## src/hw/rtl/hrs_pkg.sv

```systemverilog
`timescale 1ns / 1ps

package hrs_pkg;

  // Stream length limit; the sample at MAX_SAMPLES-1 always ends the stream.
  localparam int unsigned MAX_SAMPLES = 65536;
  localparam int unsigned POS_W       = $clog2(MAX_SAMPLES);

  localparam int unsigned AMP_W   = 8;
  localparam int unsigned RATE_W  = 3;
  localparam int unsigned START_W = 16;
  localparam int unsigned END_W   = 17;

  // Zeros a head absorbs before it is closed with the slowest rate.
  localparam logic [RATE_W-1:0] ABSORB_LIMIT = RATE_W'(4);

  // Result queue: room for two words from one accepted sample on top of two already held.
  localparam int unsigned QDEPTH = 4;
  localparam int unsigned QPTR_W = $clog2(QDEPTH);
  localparam int unsigned QCNT_W = $clog2(QDEPTH + 1);

  typedef struct packed {
    logic [AMP_W-1:0]   amplitude;
    logic [RATE_W-1:0]  rate_code;
    logic [START_W-1:0] start_index;
    logic [END_W-1:0]   end_index;
    logic               last_segment;
  } seg_t;

endpackage

```

## src/hw/rtl/hrs_in_if.sv

```systemverilog
`timescale 1ns / 1ps

interface hrs_in_if;
  logic                         valid;
  logic                         ready;
  logic [hrs_pkg::AMP_W-1:0]    sample;
  logic                         final_sample;

  modport source (output valid, output sample, output final_sample, input ready);
  modport sink   (input valid, input sample, input final_sample, output ready);
endinterface

```

## src/hw/rtl/hrs_out_if.sv

```systemverilog
`timescale 1ns / 1ps

interface hrs_out_if;
  logic                          valid;
  logic                          ready;
  logic [hrs_pkg::AMP_W-1:0]     amplitude;
  logic [hrs_pkg::RATE_W-1:0]    rate_code;
  logic [hrs_pkg::START_W-1:0]   start_index;
  logic [hrs_pkg::END_W-1:0]     end_index;
  logic                          last_segment;

  modport source (output valid, output amplitude, output rate_code, output start_index,
                  output end_index, output last_segment, input ready);
  modport sink   (input valid, input amplitude, input rate_code, input start_index,
                  input end_index, input last_segment, output ready);
endinterface

```

## src/hw/rtl/haptic_rate_segmenter_top.sv

```systemverilog
`timescale 1ns / 1ps
// A segment word is registered into the queue when the sample closing it is accepted.
// Throughput: one sample per cycle while in_smp.ready is high; a nonzero final sample
//   closing an open head yields two words; the 4-word queue drains one word per cycle
//   while out_seg.ready is high. in_smp.ready is high while the queue holds at most two.
// Reset (rst_n low, synchronous): no open head, position zero, result queue empty.

module haptic_rate_segmenter_top (
  input  logic     clk,
  input  logic     rst_n,
  hrs_in_if.sink   in_smp,
  hrs_out_if.source out_seg
);

  // Segment state
  logic                           head_open_r;
  logic [hrs_pkg::AMP_W-1:0]      head_amp_r;
  logic [hrs_pkg::POS_W-1:0]      head_start_r;
  logic [hrs_pkg::RATE_W-1:0]     zero_run_r;
  logic [hrs_pkg::POS_W-1:0]      pos_r;

  logic                           head_open_nxt;
  logic [hrs_pkg::AMP_W-1:0]      head_amp_nxt;
  logic [hrs_pkg::POS_W-1:0]      head_start_nxt;
  logic [hrs_pkg::RATE_W-1:0]     zero_run_nxt;
  logic [hrs_pkg::POS_W-1:0]      pos_nxt;

  // Result queue
  hrs_pkg::seg_t                  q_r [hrs_pkg::QDEPTH];
  logic [hrs_pkg::QPTR_W-1:0]     wr_ptr_r;
  logic [hrs_pkg::QPTR_W-1:0]     rd_ptr_r;
  logic [hrs_pkg::QCNT_W-1:0]     cnt_r;

  logic                           in_acc;
  logic                           out_acc;
  logic                           fin;
  logic                           is_zero;
  logic [hrs_pkg::RATE_W-1:0]     zr_inc;
  logic [hrs_pkg::END_W-1:0]      pos_end;
  hrs_pkg::seg_t                  res0;
  hrs_pkg::seg_t                  res1;
  logic [1:0]                     n_push;

  assign in_smp.ready = (cnt_r <= hrs_pkg::QCNT_W'(hrs_pkg::QDEPTH - 2));
  assign in_acc       = in_smp.valid && in_smp.ready;
  assign out_seg.valid = (cnt_r != '0);
  assign out_acc      = out_seg.valid && out_seg.ready;

  // Stream is cut at the last addressable position so positions never wrap.
  assign fin     = in_smp.final_sample ||
                   (pos_r == hrs_pkg::POS_W'(hrs_pkg::MAX_SAMPLES - 1));
  assign is_zero = (in_smp.sample == '0);
  assign zr_inc  = zero_run_r + hrs_pkg::RATE_W'(1);
  assign pos_end = hrs_pkg::END_W'(pos_r) + hrs_pkg::END_W'(1);

  always_comb begin
    head_open_nxt  = head_open_r;
    head_amp_nxt   = head_amp_r;
    head_start_nxt = head_start_r;
    zero_run_nxt   = zero_run_r;
    pos_nxt        = pos_r + hrs_pkg::POS_W'(1);
    n_push         = 2'd0;

    // second word only ever carries a final nonzero sample as its own segment
    res1.amplitude    = in_smp.sample;
    res1.rate_code    = '0;
    res1.start_index  = hrs_pkg::START_W'(pos_r);
    res1.end_index    = pos_end;
    res1.last_segment = 1'b1;

    res0 = res1;

    if (is_zero) begin
      if (head_open_r) begin
        zero_run_nxt = zr_inc;
        if (zr_inc >= hrs_pkg::ABSORB_LIMIT || fin) begin
          // head closes with the absorbed zeros as its rate code
          res0.amplitude    = head_amp_r;
          res0.rate_code    = zr_inc;
          res0.start_index  = hrs_pkg::START_W'(head_start_r);
          res0.end_index    = pos_end;
          res0.last_segment = fin;
          n_push            = 2'd1;
          head_open_nxt     = 1'b0;
          zero_run_nxt      = '0;
        end
      end else begin
        // lone zero
        res0.amplitude    = '0;
        res0.rate_code    = '0;
        res0.start_index  = hrs_pkg::START_W'(pos_r);
        res0.end_index    = pos_end;
        res0.last_segment = fin;
        n_push            = 2'd1;
      end
    end else begin
      head_open_nxt  = !fin;
      head_amp_nxt   = in_smp.sample;
      head_start_nxt = pos_r;
      zero_run_nxt   = '0;
      if (head_open_r) begin
        // new head ends the previous segment just before it
        res0.amplitude    = head_amp_r;
        res0.rate_code    = zero_run_r;
        res0.start_index  = hrs_pkg::START_W'(head_start_r);
        res0.end_index    = hrs_pkg::END_W'(pos_r);
        res0.last_segment = 1'b0;
        n_push            = fin ? 2'd2 : 2'd1;
      end else begin
        n_push = fin ? 2'd1 : 2'd0;
      end
    end

    if (fin) begin
      head_open_nxt = 1'b0;
      zero_run_nxt  = '0;
      pos_nxt       = '0;
    end

    if (!in_acc) begin
      n_push = 2'd0;
    end
  end

  always_ff @(posedge clk) begin
    if (!rst_n) begin
      head_open_r <= 1'b0;
      zero_run_r  <= '0;
      pos_r       <= '0;
    end else if (in_acc) begin
      head_open_r <= head_open_nxt;
      zero_run_r  <= zero_run_nxt;
      pos_r       <= pos_nxt;
    end
  end

  always_ff @(posedge clk) begin
    if (in_acc) begin
      head_amp_r   <= head_amp_nxt;
      head_start_r <= head_start_nxt;
    end
  end

  // Queue storage
  always_ff @(posedge clk) begin
    if (n_push != 2'd0) begin
      q_r[wr_ptr_r] <= res0;
    end
    if (n_push == 2'd2) begin
      q_r[wr_ptr_r + hrs_pkg::QPTR_W'(1)] <= res1;
    end
  end

  always_ff @(posedge clk) begin
    if (!rst_n) begin
      wr_ptr_r <= '0;
      rd_ptr_r <= '0;
      cnt_r    <= '0;
    end else begin
      wr_ptr_r <= wr_ptr_r + hrs_pkg::QPTR_W'(n_push);
      if (out_acc) begin
        rd_ptr_r <= rd_ptr_r + hrs_pkg::QPTR_W'(1);
      end
      cnt_r <= cnt_r + hrs_pkg::QCNT_W'(n_push) - hrs_pkg::QCNT_W'(out_acc);
    end
  end

  assign out_seg.amplitude    = q_r[rd_ptr_r].amplitude;
  assign out_seg.rate_code    = q_r[rd_ptr_r].rate_code;
  assign out_seg.start_index  = q_r[rd_ptr_r].start_index;
  assign out_seg.end_index    = q_r[rd_ptr_r].end_index;
  assign out_seg.last_segment = q_r[rd_ptr_r].last_segment;

  // Checks
  a_q_bound: assert property (@(posedge clk) disable iff (!rst_n)
    cnt_r <= hrs_pkg::QCNT_W'(hrs_pkg::QDEPTH))
    else $error("result queue overflow");

  a_run_closed: assert property (@(posedge clk) disable iff (!rst_n)
    !head_open_r |-> zero_run_r == '0)
    else $error("zero run counted without open head");

  a_run_limit: assert property (@(posedge clk) disable iff (!rst_n)
    zero_run_r < hrs_pkg::ABSORB_LIMIT)
    else $error("zero run reached limit while open");

  a_fin_reset: assert property (@(posedge clk) disable iff (!rst_n)
    in_acc && fin |=> pos_r == '0 && !head_open_r)
    else $error("stream end did not return to start");

  a_ptr_gap: assert property (@(posedge clk) disable iff (!rst_n)
    hrs_pkg::QPTR_W'(wr_ptr_r - rd_ptr_r) == hrs_pkg::QPTR_W'(cnt_r))
    else $error("queue pointers disagree with count");

endmodule

```

## src/flat_wrapper.sv

```systemverilog
// flat-port wrapper written by rule: the top's interface ports become plain ports
module haptic_rate_segmenter_top_flat 
  (clk, rst_n, in_smp_valid, in_smp_sample, in_smp_final_sample, in_smp_ready, out_seg_valid, out_seg_amplitude, out_seg_rate_code, out_seg_start_index, out_seg_end_index, out_seg_last_segment, out_seg_ready);
  hrs_in_if in_smp_i ();
  hrs_out_if out_seg_i ();
  input  logic clk;
  input  logic rst_n;
  input wire logic [$bits(in_smp_i.valid)-1:0] in_smp_valid;
  input wire logic [$bits(in_smp_i.sample)-1:0] in_smp_sample;
  input wire logic [$bits(in_smp_i.final_sample)-1:0] in_smp_final_sample;
  output wire logic [$bits(in_smp_i.ready)-1:0] in_smp_ready;
  output wire logic [$bits(out_seg_i.valid)-1:0] out_seg_valid;
  output wire logic [$bits(out_seg_i.amplitude)-1:0] out_seg_amplitude;
  output wire logic [$bits(out_seg_i.rate_code)-1:0] out_seg_rate_code;
  output wire logic [$bits(out_seg_i.start_index)-1:0] out_seg_start_index;
  output wire logic [$bits(out_seg_i.end_index)-1:0] out_seg_end_index;
  output wire logic [$bits(out_seg_i.last_segment)-1:0] out_seg_last_segment;
  input wire logic [$bits(out_seg_i.ready)-1:0] out_seg_ready;
  assign in_smp_i.valid = in_smp_valid;
  assign in_smp_i.sample = in_smp_sample;
  assign in_smp_i.final_sample = in_smp_final_sample;
  assign in_smp_ready = in_smp_i.ready;
  assign out_seg_valid = out_seg_i.valid;
  assign out_seg_amplitude = out_seg_i.amplitude;
  assign out_seg_rate_code = out_seg_i.rate_code;
  assign out_seg_start_index = out_seg_i.start_index;
  assign out_seg_end_index = out_seg_i.end_index;
  assign out_seg_last_segment = out_seg_i.last_segment;
  assign out_seg_i.ready = out_seg_ready;
  haptic_rate_segmenter_top u_core (.clk(clk), .rst_n(rst_n), .in_smp(in_smp_i), .out_seg(out_seg_i));
endmodule
```

## config.mk

```make
export PLATFORM = sky130hd
export DESIGN_NAME = haptic_rate_segmenter_top_flat
export DESIGN_NICKNAME = d
export VERILOG_FILES = /design/src/hw/rtl/hrs_pkg.sv /design/src/hw/rtl/hrs_in_if.sv /design/src/hw/rtl/hrs_out_if.sv /design/src/hw/rtl/haptic_rate_segmenter_top.sv /design/src/flat_wrapper.sv
export SDC_FILE = /design/constraint.sdc
export NUM_CORES = 1
export LEC_CHECK = 0
export BUFFER_PORTS_ARGS = -buffer_cell sky130_fd_sc_hd__buf_4
export CORE_UTILIZATION = 62
export DETAILED_ROUTE_END_ITERATION = 6
export PLACE_DENSITY = 0.85
export SETUP_SLACK_MARGIN = 0.2
export SYNTH_ARGS = -nofsm -noshare
export SYNTH_HDL_FRONTEND = slang
export SYNTH_SLANG_ARGS = --single-unit
```

## constraint.sdc

```tcl
create_clock -name clk -period 5.9 [get_ports clk]
set_input_delay 1.77 -clock clk [delete_from_list [all_inputs] [get_ports clk]]
set_output_delay 1.77 -clock clk [all_outputs]
set_load 0.005 [all_outputs]
```

======== After elaboration in Yosys (flattened, before gate mapping) ========
Memories as Yosys holds them, arrays and structs flattened. A register that Yosys moved wholly into a read port is not among the register bits.
Cells that the tools add are included.
operators by class
  add/subtract/negate cells ............... 8
  order comparisons ....................... 2
  equality and inequality tests ........... 3
  mux-type cells .......................... 26
  bitwise operators ....................... 1
  reductions and logical operators ........ 10
operator list
  kind                                                                              number
  45-bit 2-to-1 mux                                                                 4
  16-bit by 1-bit adder with 17-bit output, second input constant                   1
  16-bit by 1-bit adder with 16-bit output, second input constant                   1
  16-bit == test, second input constant                                             1
  16-bit 2-to-1 mux                                                                 1
  2-bit 2-to-1 mux                                                                  6
  3-bit 2-to-1 mux                                                                  4
  1-bit 2-to-1 mux                                                                  11
  8-bit logical NOT                                                                 1
  2-bit by 1-bit adder with 2-bit output, second input constant                     2
  2-bit AND reduction                                                               2
  3-bit by 1-bit adder with 3-bit output, second input constant                     1
  3-bit by 2-bit adder with 3-bit output                                            1
  3-bit greater-or-equal comparator, second input constant                          1
  3-bit by 2-bit less-or-equal comparator with 1-bit output, second input constant  1
  3-bit by 1-bit inequality test with 1-bit output, second input constant           1
  3-bit nonzero test                                                                1
  3-bit by 1-bit subtractor with 3-bit output                                       1
  2-bit adder                                                                       1
  2-bit == test, second input constant                                              1
  1-bit logical AND                                                                 2
  1-bit logical OR                                                                  2
  2-bit nonzero test                                                                1
  1-bit logical NOT                                                                 1
  1-bit inverter                                                                    1
word-level totals
  flip-flop bits (word level) ............. 51
  RAM bits ................................ 180
  output and inout bits ................... 47
  logic and storage cells ................. 59
  memories ................................ 1
memory list
  name        words  bits a word  rd ports  clocked after Yosys merged registers in  write ports  RTL line                         RTL
  u_core.q_r  4      45           1         1                                        2            haptic_rate_segmenter_top.sv:29  hrs_pkg::seg_t q_r [hrs_pkg::QDEPTH];

======== Logic depth before layout (Yosys ltp) ========
  depth in word-level cells ............... 10
  depth in mapped cells ................... 16
  mapped depth without buffers ............ 14

======== Worst setup path after synthesis ========
Ideal clock, no wire load.
  path kind ............................... input to register
  from .................................... input in_smp_final_sample
  to ...................................... memory u_core.q_r[0][15] in the netlist's numbering (data pin)
  library setup time ...................... 0.258 ns
  data arrival time ....................... 4.702 ns
  path slack .............................. 0.940 ns
  cell stages on the path ................. 10
  path buffers ............................ 1
  cells stage by stage .................... clkbuf_1 -> nor2_1 -> inv_1 -> ha_1 -> nor2_1 -> a21boi_2 -> nor3_2 -> a21oi_2 -> inv_1 -> o221a_2
RTL lines
  item                RTL line                         RTL
  start: declaration  flat_wrapper.sv:10               input wire logic [$bits(in_smp_i.final_sample)-1:0] in_smp_final_sample;
  end: declaration    haptic_rate_segmenter_top.sv:29

==> impl_metrics.csv <==
group,metric,value,unit
status,status,"finished clean",
cts,clock_sinks,233,
placed_design,hpwl,18.2,mm
timing,worst_hold_slack,468,ps
logic_synthesis,synthMuxAreaShare,8.72,%
routing,drt-initial-drc-count,1154,
global_routing,grt_pass1_wl,45.0,mm
logic_synthesis,ys_warn_count,0,
routing,drtPass1Iterations,7,
logic_synthesis,yosysSeqAreaShare,55.8,%
logic_synthesis,syn_area,11700,sq um
cts,root_buffer,"clkbuf_16",
routing,vias,8440,
timing,fin_tns_setup,0,ps
worst_setup_path,crit_fanout,29,
routing,wire_per_inst,24.5,um
placed_design,dp_slack,723,ps
timing,fmax,210,MHz
worst_setup_path,ff2ff_path_depth,13,
logic_synthesis,synth_top_family_by_area,"compound AO/OA/AOI/OAI gates",
power_and_ir_drop,p_total,4.54,mW
worst_setup_path,critPathCaptureType,"flop",
power_and_ir_drop,ir_worst_vdd,0.515,mV
logic_synthesis,yosys.area_share.simple,11.1,%
logic_synthesis,synth_compound_area_share,18.9,%
placed_design,numPortBuffers,59,
layout,area_growth_syn_to_layout,11.0,%
floorplanning,die_h,140,um
cts,cts_hold_buf,0,
logic_synthesis,ys_ff_latch,233,
routing,drt-total-wl,29.1,mm
cts,worstSkewPairLatency,520,ps
cts,cts.htree.levels,1,
hold_path,min_path_cells,1,
timing,skew,11.5,ps
routing,vias_per_cell,7.12,
hold_path,hp-class,"flop to flop",
logic_synthesis,syn_nets,938,
cts,clkTransAtPathRegs,60,ps
layout,drive_above_1_share,21.5,%
global_routing,grt_usage,30.1,%
cts,cts_made_buffers,24,
floorplanning,core_area,18300,sq um
global_routing,grt_max_degree,46,
floorplanning,start_util,64.2,%
timing,worst_pin_slew,1120,ps
layout,stdcell_area,13000,sq um
timing,setup_violations,0,
global_routing,grt_pass1_vias,8074,
timing,setup_ws,1150,ps
job,maxCapViolCount,0,
routing,drc,0,
timing,fin_crit_sh,80.6,%
logic_synthesis,ys_types,66,
global_routing,antenna_found_initial,0,
layout,n_antenna_cell,0,
floorplanning,rows,49,
timing,hold_viol_final,0,
timing,rsz0062_at_grt,"false",
layout,finalNetCount,960,
logic_synthesis,synth-edff-count,188,
floorplanning,ios,60,
cts,cts.path.max_buffers,3,
logic_synthesis,syn_area_per_cell,12.8,sq um
power_and_ir_drop,cellLeakagePower,4.25,nW
placed_design,dp_cells,1142,
logic_synthesis,async_flop_share,0,%
layout,finalNonFillerCells,1186,
cts,cts-resized-gates,0,
worst_setup_path,cp.arrival,5140,ps
floorplanning,fp.dieW,140,um
global_routing,gr-total-overflow,0,
placed_design,gp_congestion,0.948,
cts,cts_tree,"done",
timing,min_period,4750,ps
cts,post-cts-setup-buffer-count,0,
logic_synthesis,synth_fa_ha_area_share,0.917,%
logic_synthesis,synthFlopType,"edfxtp_1",
logic_synthesis,postSynthCellCount,917,
worst_setup_path,crit_type,"flop to flop",
power_and_ir_drop,p_per_area,348,nW/um^2
logic_synthesis,synth_xor_area_share,0.522,%
floorplanning,die_area,19500,sq um
timing,maxSlewViolCount,0,
worst_setup_path,start_kind,"flop",
placed_design,placed_cell_area,12200,sq um
worst_setup_path,required,6290,ps
layout,postLayoutCoreUtil,71.3,%
timing,slew_headroom,25.5,%
routing,drt.antenna.violating_nets,0,
==> worst paths after layout <==
check | startpoint | slack (ps) | end
worst max-delay path | u_core.pos_r[1] | 1150 | u_core.q_r[3][15]
worst min-delay path | u_core.q_r[0][0] | 470 | u_core.q_r[0][0]
worst max register to register | u_core.pos_r[1] | 1150 | u_core.q_r[3][15]
worst min register to register | u_core.q_r[0][0] | 470 | u_core.q_r[0][0]
==> placed cells by master, fill, tap and decap left out, drive strengths merged, types with 9 or more instances in the layout <==
master,instances
and3,11
buf,82
edfxtp,188
mux4,45
dfxtp,45
and2,18
nand2,36
nand3b,9
o21ai,43
nor3,34
nor2,40
inv,13
a22o,97
nand3,24
or3,15
clkbuf,39
o22ai,13
a21oi,90
a311oi,24
==> critical path, stage by stage (launching register included) <==
cell and delay [ps]:
dfxtp_1 660, ha_1 490, and4_1 310, and4_1 430
nor2_1 100, inv_1 70, ha_1 260, nor2b_1 270
o2111ai_4 340, nor2_1 570, a21oi_2 270, inv_2 370
buf_12 270, o221a_2 210
==> per-layer routing <==
metal / wire (um) / vias to the layer above / GRT usage, %
met1: 11200 / 4021 / 41.9
met2: 13800 / 611 / 48.1
met3: 3160 / 92 / 4.65
li1: - / 3716 / -
met4: 906 / 0 / 11.5
met5: 0 / - / 0
==> sequential cells by signal (all words and copies together) (netlist names), named ones only <==
name,cells
u_core.cnt_r,3
u_core.head_amp_r,8
u_core.head_open_r,1
u_core.head_start_r,16
u_core.pos_r,16
u_core.q_r,180
u_core.rd_ptr_r,2
u_core.wr_ptr_r,2
u_core.zero_run_r,3
==> synth_stat cells, drive strengths merged, types with 5 or more instances <==
| cell type | number | area share (%) |
|---|---|---|
| o22ai | 13 | 0.85 |
| dfxtp | 45 | 7.7 |
| and4 | 5 | 0.37 |
| nand2 | 36 | 1.2 |
| or3 | 15 | 0.80 |
| o31ai | 5 | 0.32 |
| a21boi | 7 | 0.48 |
| a311oi | 24 | 1.8 |
| and2 | 18 | 0.96 |
| nor4 | 7 | 1.0 |
| and3 | 11 | 0.59 |
| buf | 45 | 2.4 |
| nand4 | 6 | 0.32 |
| nor2 | 40 | 1.3 |
| a21oi | 90 | 4.0 |
| nand3 | 24 | 1.2 |
| edfxtp | 188 | 48 |
| nor3 | 34 | 1.9 |
| ha | 7 | 0.75 |
| mux4 | 45 | 8.6 |
| o21ai | 43 | 2.2 |
| nand2b | 5 | 0.27 |
| clkbuf | 41 | 1.3 |
| inv | 14 | 0.45 |
| nand3b | 9 | 0.58 |
| a22o | 97 | 7.2 |
==> power breakdown <==
part,total [mW],leakage [nW],internal (mW),switching (mW)
combinational,0.930,1.74,0.483,0.447
sequential,2.09,2.13,1.93,0.167
clock,1.51,0.386,0.916,0.599
total,4.54,4.25,3.33,1.21
==> logic make-up after synthesis <==
logic type / after synthesis
and+or+nand+nor: 220
buffers and inverters: 100
xor gates and xnor gates: 7
adders and majority gates: 8
DFF: 233
muxes: 46
AOI/OAI and AO/OA: 303
==> area by class of cell <==
class / instances / area [sq um]
Sequential cell: 233 / 6550
Tap cell: 229 / 287
Inverter: 14 / 52.6
Timing Repair Buffer: 82 / 641
Fill cell: 1215 / 5240
Clock inverter: 5 / 73.8
Multi-Input combinational cell: 584 / 4710
Clock buffer: 39 / 718
Power figures use the tool's default switching activity.
